--- config.mk ---
export PLATFORM = sky130hd
export DESIGN_NAME = pwarp_merge_flat
export DESIGN_NICKNAME = d
export VERILOG_FILES = /design/src/pwarp_pkg.sv /design/src/pwarp_if.sv /design/src/pwarp_merge.sv /design/src/flat_wrapper.sv
export SDC_FILE = /design/constraint.sdc
export NUM_CORES = 1
export LEC_CHECK = 0
export BUFFER_PORTS_ARGS = -buffer_cell sky130_fd_sc_hd__clkbuf_2
export CAP_MARGIN = 20
export CORE_AREA = 2 2 113 115
export CTS_CLUSTER_DIAMETER = 150
export DETAILED_ROUTE_END_ITERATION = 16
export DIE_AREA = 0 0 115 117
export PLACE_DENSITY = 0.7
export SLEW_MARGIN = 20
export SYNTH_ARGS = -nofsm -noshare
export SYNTH_HDL_FRONTEND = slang
export SYNTH_SLANG_ARGS = --single-unit
--- constraint.sdc ---
create_clock -name clk -period 3.3 [get_ports clk]
set_clock_uncertainty 0.2 [all_clocks]
set_input_delay 0.33 -clock clk [delete_from_list [all_inputs] [get_ports clk]]
set_output_delay 0.33 -clock clk [all_outputs]
set_load 0.01 [all_outputs]
--- src/pwarp_pkg.sv ---
// ----------------------------------------------------------------------------
// pwarp_pkg
// shared types, breakpoint tables and reciprocal constants for the point warp
// ----------------------------------------------------------------------------
package pwarp_pkg;

	localparam int COORD_W   = 32;
	localparam int FRAC_BITS = 8;
	localparam int SIZE_W    = 16;
	localparam int SIZE_Z_W  = 15;
	localparam int NUM_BP    = 6;
	localparam int NUM_AXES  = 3;
	localparam int NUM_KINDS = 2;

	// datapath widths
	localparam int T_W      = 18;                       // target in half units
	localparam int DT_W     = 17;                       // target step, in bounds always positive
	localparam int D_W      = 21;                       // offset into a segment, q.8
	localparam int SPAN_W   = 14;
	localparam int HSPAN_W  = 12;
	localparam int PROD1_W  = DT_W + D_W;
	localparam int NUM_W    = PROD1_W + FRAC_BITS - 1;
	localparam int X_W      = 40;
	localparam int XL_W     = 20;
	localparam int RECIP_W  = 46;
	localparam int RL_W     = 23;
	localparam int RECIP_SH = 47;
	localparam int PP_W     = 43;
	localparam int FULL_W   = X_W + RECIP_W;
	localparam int SUM_W    = 42;

	typedef logic signed [COORD_W-1:0] coord_t;
	typedef logic [SIZE_W-1:0]         size_t;
	typedef logic [SIZE_Z_W-1:0]       size_z_t;
	typedef logic [1:0]                axis_t;
	typedef logic [1:0]                reg_idx_t;
	typedef logic [2:0]                idx_t;
	typedef logic [3:0]                shift_t;
	typedef logic [RECIP_W-1:0]        recip_t;
	typedef logic signed [T_W-1:0]     half_t;
	typedef logic signed [12:0]        bp_t;
	typedef logic signed [2:0]         mul_t;
	typedef logic signed [SUM_W-1:0]   sum_t;

	// per-stage load enables, handed from the top level to every lane
	typedef struct packed {
		logic s1;
		logic s2;
		logic s3;
		logic s4;
		logic s5;
	} stage_en_t;

	localparam axis_t AXIS_X = 2'd0;
	localparam axis_t AXIS_Y = 2'd1;
	localparam axis_t AXIS_Z = 2'd2;

	localparam reg_idx_t REG_ROOM_KIND = 2'd0;
	localparam reg_idx_t REG_SIZE_X    = 2'd1;
	localparam reg_idx_t REG_SIZE_Y    = 2'd2;
	localparam reg_idx_t REG_SIZE_Z    = 2'd3;

	localparam logic    RST_ROOM_KIND = 1'b0;
	localparam size_t   RST_SIZE_X    = 16'd2560;
	localparam size_t   RST_SIZE_Y    = 16'd2560;
	localparam size_z_t RST_SIZE_Z    = 15'd2048;

	localparam sum_t SAT_HI = (SUM_W'(1) <<< (COORD_W - 1)) - SUM_W'(1);
	localparam sum_t SAT_LO = -(SUM_W'(1) <<< (COORD_W - 1));

	// source breakpoints in map units, [kind][axis][index]
	localparam bp_t SRC_BP [NUM_KINDS][NUM_AXES][NUM_BP] = '{
		'{ '{-1280, -1248, -160, 160, 1248, 1280},
		   '{-1280, -1248, -160, 160, 1248, 1280},
		   '{0, 256, 2016, 2048, 0, 0} },
		'{ '{-2560, -2464, -320, 320, 2464, 2560},
		   '{-1280, -1152, 3712, 3840, 0, 0},
		   '{0, 352, 3328, 3392, 0, 0} }
	};

	localparam idx_t BP_COUNT [NUM_KINDS][NUM_AXES] = '{
		'{3'd6, 3'd6, 3'd4},
		'{3'd6, 3'd4, 3'd4}
	};

	// target in half units = mul * size + add
	localparam mul_t TGT_MUL [NUM_KINDS][NUM_AXES][NUM_BP] = '{
		'{ '{-1, -1, 0, 0, 1, 1},
		   '{-1, -1, 0, 0, 1, 1},
		   '{0, 0, 2, 2, 0, 0} },
		'{ '{-1, -1, 0, 0, 1, 1},
		   '{-1, -1, 1, 1, 0, 0},
		   '{0, 0, 2, 2, 0, 0} }
	};

	localparam bp_t TGT_ADD [NUM_KINDS][NUM_AXES][NUM_BP] = '{
		'{ '{0, 64, -320, 320, -64, 0},
		   '{0, 64, -320, 320, -64, 0},
		   '{0, 512, -64, 0, 0, 0} },
		'{ '{0, 192, -640, 640, -192, 0},
		   '{2560, 2816, 2304, 2560, 0, 0},
		   '{0, 704, -128, 0, 0, 0} }
	};

	// segment span = 2**shift * odd; reciprocal = ceil(2**47 / odd), zero for odd == 1
	localparam recip_t RECIP_3  = 46'd46912496118443;
	localparam recip_t RECIP_5  = 46'd28147497671066;
	localparam recip_t RECIP_11 = 46'd12794317123212;
	localparam recip_t RECIP_17 = 46'd8278675785608;
	localparam recip_t RECIP_19 = 46'd7407236229228;
	localparam recip_t RECIP_55 = 46'd2558863424643;
	localparam recip_t RECIP_67 = 46'd2100559527692;
	localparam recip_t RECIP_93 = 46'd1513306326402;

	// indexed by the upper breakpoint of a segment
	localparam shift_t SEG_SHIFT [NUM_KINDS][NUM_AXES][NUM_BP] = '{
		'{ '{0, 5, 6, 6, 6, 5},
		   '{0, 5, 6, 6, 6, 5},
		   '{0, 8, 5, 5, 0, 0} },
		'{ '{0, 5, 5, 7, 5, 5},
		   '{0, 7, 8, 7, 0, 0},
		   '{0, 5, 5, 6, 0, 0} }
	};

	localparam recip_t SEG_RECIP [NUM_KINDS][NUM_AXES][NUM_BP] = '{
		'{ '{'0, '0, RECIP_17, RECIP_5, RECIP_17, '0},
		   '{'0, '0, RECIP_17, RECIP_5, RECIP_17, '0},
		   '{'0, '0, RECIP_55, '0, '0, '0} },
		'{ '{'0, RECIP_3, RECIP_67, RECIP_5, RECIP_67, RECIP_3},
		   '{'0, '0, RECIP_19, '0, '0, '0},
		   '{'0, RECIP_11, RECIP_93, '0, '0, '0} }
	};

	localparam size_t SIZE_MIN [NUM_KINDS][NUM_AXES] = '{
		'{16'd416, 16'd416, 16'd304},
		'{16'd864, 16'd272, 16'd432}
	};

	localparam size_t SIZE_MAX [NUM_KINDS][NUM_AXES] = '{
		'{16'd65406, 16'd65406, 16'd32767},
		'{16'd65342, 16'd62846, 16'd32767}
	};

	// target breakpoint in half map units
	function automatic half_t tgt_half(mul_t mul, bp_t add, size_t size);
		half_t sz;
		half_t t;
		sz = signed'(T_W'(size));
		case (mul)
			-3'sd1: t = -sz;
			3'sd1:  t = sz;
			3'sd2:  t = sz <<< 1;
			default: t = '0;
		endcase
		return t + T_W'(add);
	endfunction

	// breakpoint in map units to q.8
	function automatic coord_t bp_fix(bp_t b);
		coord_t r;
		r = COORD_W'(b);
		return r <<< FRAC_BITS;
	endfunction

endpackage

--- src/pwarp_if.sv ---


interface pwarp_out_if;
	import pwarp_pkg::*;

	logic   valid;
	logic   ready;
	coord_t out_x;
	coord_t out_y;
	coord_t out_z;
	logic   size_ok;

	modport source (output valid, out_x, out_y, out_z, size_ok, input ready);
	modport sink   (input valid, out_x, out_y, out_z, size_ok, output ready);
endinterface

--- src/pwarp_merge.sv ---
// ----------------------------------------------------------------------------
// pwarp_merge
// joins the three lanes, applies the size check and holds the output register
// ----------------------------------------------------------------------------
module pwarp_merge (
	input  logic                clk,
	input  logic                arst_n,
	input  logic                vld_s5,
	output logic                take,
	input  pwarp_pkg::coord_t   res_x,
	input  pwarp_pkg::coord_t   res_y,
	input  pwarp_pkg::coord_t   res_z,
	input  logic                kind,
	input  pwarp_pkg::size_t    size_x,
	input  pwarp_pkg::size_t    size_y,
	input  pwarp_pkg::size_z_t  size_z,
	pwarp_out_if.source         out_ch
);
	import pwarp_pkg::*;

	logic   ok;
	logic   out_vld_q;
	logic   size_ok_q;
	coord_t out_x_q;
	coord_t out_y_q;
	coord_t out_z_q;
	size_t  size_z_ext;

	assign size_z_ext = SIZE_W'(size_z);

	assign ok = (size_x >= SIZE_MIN[kind][AXIS_X]) && (size_x <= SIZE_MAX[kind][AXIS_X])
		&& (size_y >= SIZE_MIN[kind][AXIS_Y]) && (size_y <= SIZE_MAX[kind][AXIS_Y])
		&& (size_z_ext >= SIZE_MIN[kind][AXIS_Z]) && (size_z_ext <= SIZE_MAX[kind][AXIS_Z]);

	assign take = !out_vld_q || out_ch.ready;

	always_ff @(posedge clk or negedge arst_n) begin
		if (!arst_n) begin
			out_vld_q <= 1'b0;
		end else if (take) begin
			out_vld_q <= vld_s5;
		end
	end

	always_ff @(posedge clk) begin
		if (take && vld_s5) begin
			out_x_q   <= ok ? res_x : '0;
			out_y_q   <= ok ? res_y : '0;
			out_z_q   <= ok ? res_z : '0;
			size_ok_q <= ok;
		end
	end

	assign out_ch.valid   = out_vld_q;
	assign out_ch.out_x   = out_x_q;
	assign out_ch.out_y   = out_y_q;
	assign out_ch.out_z   = out_z_q;
	assign out_ch.size_ok = size_ok_q;

endmodule

--- src/flat_wrapper.sv ---
// flat-port wrapper written by rule: the top's interface ports become plain ports
module pwarp_merge_flat import pwarp_pkg::*;
  (clk, arst_n, vld_s5, take, res_x, res_y, res_z, kind, size_x, size_y, size_z, out_ch_valid, out_ch_out_x, out_ch_out_y, out_ch_out_z, out_ch_size_ok, out_ch_ready);
  pwarp_out_if out_ch_i ();
  input  logic clk;
  input  logic arst_n;
  input  logic vld_s5;
  output logic take;
  input  pwarp_pkg::coord_t res_x;
  input  pwarp_pkg::coord_t res_y;
  input  pwarp_pkg::coord_t res_z;
  input  logic kind;
  input  pwarp_pkg::size_t size_x;
  input  pwarp_pkg::size_t size_y;
  input  pwarp_pkg::size_z_t size_z;
  output wire logic [$bits(out_ch_i.valid)-1:0] out_ch_valid;
  output wire logic [$bits(out_ch_i.out_x)-1:0] out_ch_out_x;
  output wire logic [$bits(out_ch_i.out_y)-1:0] out_ch_out_y;
  output wire logic [$bits(out_ch_i.out_z)-1:0] out_ch_out_z;
  output wire logic [$bits(out_ch_i.size_ok)-1:0] out_ch_size_ok;
  input wire logic [$bits(out_ch_i.ready)-1:0] out_ch_ready;
  assign out_ch_valid = out_ch_i.valid;
  assign out_ch_out_x = out_ch_i.out_x;
  assign out_ch_out_y = out_ch_i.out_y;
  assign out_ch_out_z = out_ch_i.out_z;
  assign out_ch_size_ok = out_ch_i.size_ok;
  assign out_ch_i.ready = out_ch_ready;
  pwarp_merge u_core (.clk(clk), .arst_n(arst_n), .vld_s5(vld_s5), .take(take), .res_x(res_x), .res_y(res_y), .res_z(res_z), .kind(kind), .size_x(size_x), .size_y(size_y), .size_z(size_z), .out_ch(out_ch_i));
endmodule
==> results of run 1 <==
-- area by class of cell --
type	instances	area, um^2
clock buffer	10	229.0
clock inverter	6	57.56
fill	1165	6416
inverter	3	11.26
multi-input combinational	245	1154
sequential	98	2938
tap	150	187.7
timing repair buffer	249	1319
-- critical path, delay by kind of cell --
kind | cells | cell delay (ps)
compound gates | 2 | 340
fa+ha+maj | 1 | 220
buf+inv | 3 | 590
simple gates | 3 | 830
-- power by group through the flow --
stage          combinational [mW]  sequential, mW  clock (mW)
3_3_place_gp                0.340            1.51           0
2_1_floorplan               0.112            1.55           0
3_5_place_dp                0.351            1.51           0
6_report                    0.347            1.48        1.02
4_1_cts                     0.354            1.48        1.05
5_1_grt                     0.390            1.49        1.10
-- cells in the final DEF, fill, tap and decap left out, types with 3 or more instances in the layout --
cell type and instances:
sky130_fd_sc_hd__inv_1 3, sky130_fd_sc_hd__nand3_1 3, sky130_fd_sc_hd__ha_1 10, sky130_fd_sc_hd__nor4_1 3
sky130_fd_sc_hd__buf_12 4, sky130_fd_sc_hd__nor3_1 3, sky130_fd_sc_hd__nor2_1 99, sky130_fd_sc_hd__clkinv_1 3
sky130_fd_sc_hd__nand4b_1 3, sky130_fd_sc_hd__nand4_1 3, sky130_fd_sc_hd__nand2_1 98, sky130_fd_sc_hd__clkbuf_2 242
sky130_fd_sc_hd__clkbuf_16 9, sky130_fd_sc_hd__edfxtp_1 97
-- sequential cells by signal, summed over array words and instances (netlist names) --
name                   flops
u_core.out_ch.out_z       32
u_core.out_ch.out_x       32
u_core.out_ch.valid        1
u_core.out_ch.out_y       32
u_core.out_ch.size_ok      1
-- metal layers --
layer,wire (um),vias up,global-route usage [%]
met1,4158,1617,17.17
met4,274,0,8.193
li1,-,1729,-
met2,5309,169,27.22
met3,794,17,4.016
met5,0,-,0
-- metrics by stage --
step	power [mW]	instance area, um^2
after global placement	1.847	5589
after CTS	2.891	5896
after global routing	2.975	5896
after floorplan	1.664	4219
final	2.846	5896
after detailed placement	1.862	5589
-- kinds of logic (layout without fill, tap and decap cells) --
logic type,count (synthesis),after routing,synth area share [%]
adders and majority gates,10,10,2.966
buffers and inverters,23,268,3.471
DFF,98,98,69.65
AOI/OAI and AO/OA,14,14,2.581
and+or+nand+nor,221,221,21.33
-- path summary, 6_finish.rpt --
kind,cells past startpoint,startpoint,endpoint,slack (ps)
max in group asynchronous,2,arst_n,u_core.out_ch.valid,2720
max reg2reg,3,u_core.out_ch.valid,u_core.out_ch.out_y[26],1430
min in group asynchronous,2,arst_n,u_core.out_ch.valid,90
max,9,kind,u_core.out_ch.out_x[9],820
min reg2reg,2,u_core.out_ch.valid,u_core.out_ch.valid,370
min,3,res_y[10],u_core.out_ch.out_y[10],80
-- what timing repair did --
| item | in CTS | in global routing |
|---|---|---|
| hold buffers | 2 | 0 |
| endpoints found under the setup margin | 0 | 0 |
| endpoints found under the hold margin | 2 | 0 |
==> results list, run 1 <==
- VDD sags by at most 0.2249 mV.
* Fraction of final layout cells sized beyond drive strength 1: 43.04%
- Cells traversed along the worst timing path: clkbuf_2, inv_1, ha_1, or4_1, nor4_1, a31oi_1, o211ai_4, buf_12, nor2_1
- Worst slew margin: 69.00%
* Final period util: 75.10%
- Maximum number of pins on one net before global-route repair: 98
- The floorplan has 41 rows.
- Routed WL per cell: 13.85 um
* FFs w/ async S/R, synth: 1.020%
- DRT Pass-1 Iters: 4
- In the synthesized netlist the dominant register cell turns out to be sky130_fd_sc_hd__edfxtp_1.
* Number of endpoints with negative hold slack in the final report: 0
* Diodes inserted: 0
- Setup repair after global routing missed its margin: false
- STA classifies the critical path startpoint as an input port.
* Clock tree from TritonCTS: done
- Clock period minus worst slack: 2478 ps
* Clock buffer count from CTS: 9
* Worst-Skew Late Latency: 340 ps
* Upper clock frequency limit: 403.5 MHz
* Net switching power figure: 0.6472 mW
- Setup violations, final: 0
- STA classifies the critical path endpoint as a flop.
- Height of the die: 117 um
* Final-report max-slew violation count: 0
* Number of distinct library cell variants in the gate-level netlist after synthesis: 30
- Post-CTS repair changed the size of 0 cells.
- The H-tree was split into 3 levels.
- In this run the remaining antenna-violating nets after routing total 0.
- In this run the static leakage power is 2.911 nW.
- Antenna violations before repair: 0
* Netlist area before placement: 4218 um^2
- The clock network is responsible for 35.7% of the overall power.
- Sum Neg Setup Slack: 0 ps
* Combinational Power Share: 12.2%
* Cell at the root of the clock tree: sky130_fd_sc_hd__clkbuf_16
- Type of the most critical hold path: in2reg
* Routed wire length: 10540 um
* Post-synth top area share: 69.06%
- Pin placement for this block handled 247 I/O pins.
- Post-layout instance count excluding filler cells: 761
- Sequential-to-total area share from yosys stat: 69.65%
* Int Power: 2.199 mW
- Switching power share of the total: 22.74%
* Global-route wire length before repair: 15770 um
* Count of state elements after synthesis: 98
- Via count of the first global-routing pass: 3370
- Counting every instance in the synthesized netlist gives 366.
* Chip Width: 115 um
* Clock-pin slew on the worst setup and hold paths: 70 ps
- Clock Path Buffers: 2
- In this run the mean area of a mapped cell was 11.52 um^2.
- Critical Path RT: 3190 ps
- Routed vias: 3532
* Warning count from the yosys run: 0
- Across all hold checks on the routed design, the worst slack comes to 75.74 ps.
- Actual transition at the worst max-transition pin: 457.7 ps
- Half-perimeter wire length of the detailed placement result: 7797 um
- Instance count after placement with tap cells included: 743
* Placeable core region: 12310 um^2
- In this run, the number of DRC markers left after iteration 0 of detailed routing was 302.
- Across every metal layer, demand over resource in global routing totals 15.42%.
- Worst Slack Setup Final: 821.7 ps
* Critical path peak fanout: 51
- In this run, flip-flops and latches consume 52.1% of the power.
- From synthesis to final layout, the design area changed by 39.78%.
- Cell accounting for the most synthesized area: sky130_fd_sc_hd__edfxtp_1
* Critical path class: in2reg
* Largest cells by area after synthesis: sky130_fd_sc_hd__edfxtp_1 (69%), sky130_fd_sc_hd__nor2_1 (8.8%), sky130_fd_sc_hd__nand2_1 (8.7%), sky130_fd_sc_hd__ha_1 (3.0%), sky130_fd_sc_hd__buf_2 (1.4%)
- Synthesized netlist net count: 524
- Overflow after GRT: 0
- In the routed layout, each cell is associated on average with a via count of 4.641.
- Input and output buffers added on the ports amount to 242.
- Gp weighted congestion: 0.9022
- In this run the post-CTS setup repair buffer count came out at 0.
* Final core utilization: 47.89%
- Dividing total power by cell area gives a power density of 482.7 nW/um^2.
* Critical path's largest stage delay: 530 ps
* Most instantiated cells after synthesis: sky130_fd_sc_hd__nor2_1 (99), sky130_fd_sc_hd__nand2_1 (98), sky130_fd_sc_hd__edfxtp_1 (97), sky130_fd_sc_hd__buf_2 (12), sky130_fd_sc_hd__ha_1 (10)
- Worst slack after detailed placement: 495.3 ps
* Number of remaining DRC errors: 0
- Outcome: finished, final reports clean
* Net count reported at finish: 764
- The tool flagged a number of max-cap violations equal to 0.
* Full die area: 13460 um^2
- Yosys instantiated no cell more often than sky130_fd_sc_hd__nor2_1.
- Critical-path cell with the highest stage delay: sky130_fd_sc_hd__or4_1
- Clock tree synthesis found a total of 98 sinks.
* Initial cell density of the core: 34.26%
- Number of flops mapped to enable cells by yosys: 97
* Worst EP arrival: 2370 ps
Power figures use the tool's default switching activity.
==> inputs of run 2 (changes only) <==
==> constraint.sdc (replaced) <==
create_clock -name clk -period 2.18 [get_ports clk]
set_clock_uncertainty 0.2 [all_clocks]
set_input_delay 0.218 -clock clk [delete_from_list [all_inputs] [get_ports clk]]
set_output_delay 0.218 -clock clk [all_outputs]
set_load 0.01 [all_outputs]
==> run 2 against run 1 <==
Flip-flop and latch count unchanged; sequential power grew 52%; sequential share of layout area is 7.2 points lower; largest cell class unchanged; clock-buffer cell count increased by 1; register-to-register slack got worse by 870 ps; cell area up 17%; die area stayed put; power is 63% higher; non-clock buffer count up 87; first-iteration DRC count up 8.6%; highest routed layer unchanged; critical path depth is 1 higher; clock power is 70% higher.
==> results list, run 2 (synthesis gave the netlist of run 1 again) <==
* Maximum number of pins on one net before global-route repair: 55
- Buffers inserted during clock tree synthesis total 9.
- Met1 Usage GRT: 17.87%
- Fraction of final layout cells sized beyond drive strength 1: 39.83%
- Global Route met3 Usage: 3.605%
- For the worst setup path, the data arrival time is 2040 ps.
* Full die area: 13460 um^2
* Number of remaining DRC errors: 0
* Max cap viols: 0
- Placeable core region: 12310 um^2
- After the first detailed-routing iteration, the DRC count stood at 328.
* Count of clock tree sinks: 98
- The clock period could shrink to 2155 ps.
- Count of input and output buffers: 242
* Routed wire length: 13040 um
- The critical path is of the in2reg type.
* Total area of multi-input combinational cells: 1174 um^2
- Power density over the cells: 674.1 nW/um^2
- The net count of the finished layout is 851.
* Critical Path RT: 2060 ps
- Leakage dissipation: 3.333 nW
- Worst slew margin: 77.22%
- Number of endpoints with negative hold slack in the final report: 0
- The number of antenna violations at the first check in global routing came to 0.
- Detailed placement ended at an HPWL of 8069 um.
* Final-report max-slew violation count: 0
- The detailed router placed 4037 vias in this run.
- GR Util met2: 33.49%
- Routability-driven placement finished with a final weighted congestion of 0.8734.
- Busiest layer in global routing: met2
- Critical path peak fanout: 23
- Clock-pin slew on the worst setup and hold paths: 70 ps
- Worst-Skew Late Latency: 330 ps
* Worst IR Drop VDD: 0.2878 mV
- Dividing the detail-routed wire length by the instance count gives 15.38 um.
* Global-route wire length before repair: 18110 um
- Setup violations, final: 0
- Total power draw: 4.649 mW
- Clock tree from TritonCTS: done
* Cell at the root of the clock tree: sky130_fd_sc_hd__clkbuf_16
* Via count of the first global-routing pass: 3867
- Initial cell density of the core: 34.26%
* Outcome: finished, final reports clean
- The count of nets left with antenna violations once routing finished came out at 0.
* Upper clock frequency limit: 464.0 MHz
* Area delta synth->final: 63.51%
- Area occupied by registers: 2938 um^2
- The library cell used most frequently in the layout, excluding fill and tap cells, is sky130_fd_sc_hd__clkbuf_2.
* Sum Neg Setup Slack: 0 ps
- Measured along the y axis, the die boundary spans 117 um.
- The tightest hold path in the finished design has a slack of 4.679 ps.
- Chip Width: 115 um
- Diodes inserted: 0
- The path class of the tightest hold or removal check is in2reg.
- Critical path endpoint category: flop
- The clock passes through at most 2 buffers.
- Global routing used 17.29% of the available tracks.
- Number of I/O pins: 247
- Filler cells: 1062
* Worst setup SP type: input port
- Overflow after GRT: 0
* Setup repair after global routing missed its margin: true
- At the pin with the least slew margin, the transition time is 341.2 ps.
* Final period util: 98.87%
- Via-to-Cell Ratio: 4.761
- Number of placement rows: 41
* Number of levels in the clock H-tree: 3
- DRT Pass-1 Iters: 5
- Commonest cells after routing, fill and taps aside: sky130_fd_sc_hd__clkbuf_2 (242), sky130_fd_sc_hd__nor2_1 (99), sky130_fd_sc_hd__nand2_1 (98), sky130_fd_sc_hd__edfxtp_1 (97), sky130_fd_sc_hd__dlygate4sd3_1 (79)
==> run 2: cell type report <==
class | count | area share (%)
clock inverter | 5 | 1.234
multi-input combinational | 245 | 17.02
clock buffer | 11 | 3.520
timing repair buffer | 336 | 32.75
inverter | 3 | 0.1633
sequential | 98 | 42.60
tap | 150 | 2.721
==> run 2: worst paths after layout <==
path | start | to | depth (start not counted) | slack, ps
worst max-delay path | kind | u_core.out_ch.out_z[7] | 10 | 20
worst min-delay path | res_x[11] | u_core.out_ch.out_x[11] | 3 | 5
worst max register to register | u_core.out_ch.valid | u_core.out_ch.out_y[16] | 3 | 560
worst min register to register | u_core.out_ch.valid | u_core.out_ch.valid | 2 | 360
max in group asynchronous | arst_n | u_core.out_ch.valid | 3 | 1160
min in group asynchronous | arst_n | u_core.out_ch.valid | 3 | 520
==> run 2: metrics by stage <==
stage,utilization (%),instances,area [um^2],setup slack [ps]
global placement,45.90,748,5652,-242.4
detailed placement,45.90,748,5652,-277.8
CTS,54.91,842,6760,76.83
global route,56.02,848,6897,-6.047
finish,56.02,848,6897,24.66
floorplan,-,366,4220,24.32
==> run 2: repair_timing <==
item                                    4_1_cts  5_1_grt
endpoints found under the setup margin        0       19
setup buffers                                 0        2
gates resized for setup                       0        4
endpoints found under the hold margin        77        1
hold buffers                                 78        1
==> run 2: per-layer routing <==
metal	vias up	wire (um)
li1	1903	-
met1	1913	5026
met2	192	6947
met3	29	756
met4	0	309
met5	-	0
==> run 2: critical path, cell delays in order <==
cell                       delay (ps)
sky130_fd_sc_hd__clkbuf_2         110
sky130_fd_sc_hd__inv_1             60
sky130_fd_sc_hd__ha_1             190
sky130_fd_sc_hd__or4_1            520
sky130_fd_sc_hd__nor4_1           190
sky130_fd_sc_hd__a31oi_1          170
sky130_fd_sc_hd__o211ai_4         130
sky130_fd_sc_hd__buf_6            180
sky130_fd_sc_hd__buf_12           170
sky130_fd_sc_hd__nor2_1            80
==> run 2: report_power, final <==
group	switching (mW)	internal (mW)	leakage, nW
sequential	0.0324	2.21	0.937
combinational	0.334	0.342	2.24
clock	0.682	1.04	0.156
total	1.05	3.60	3.33
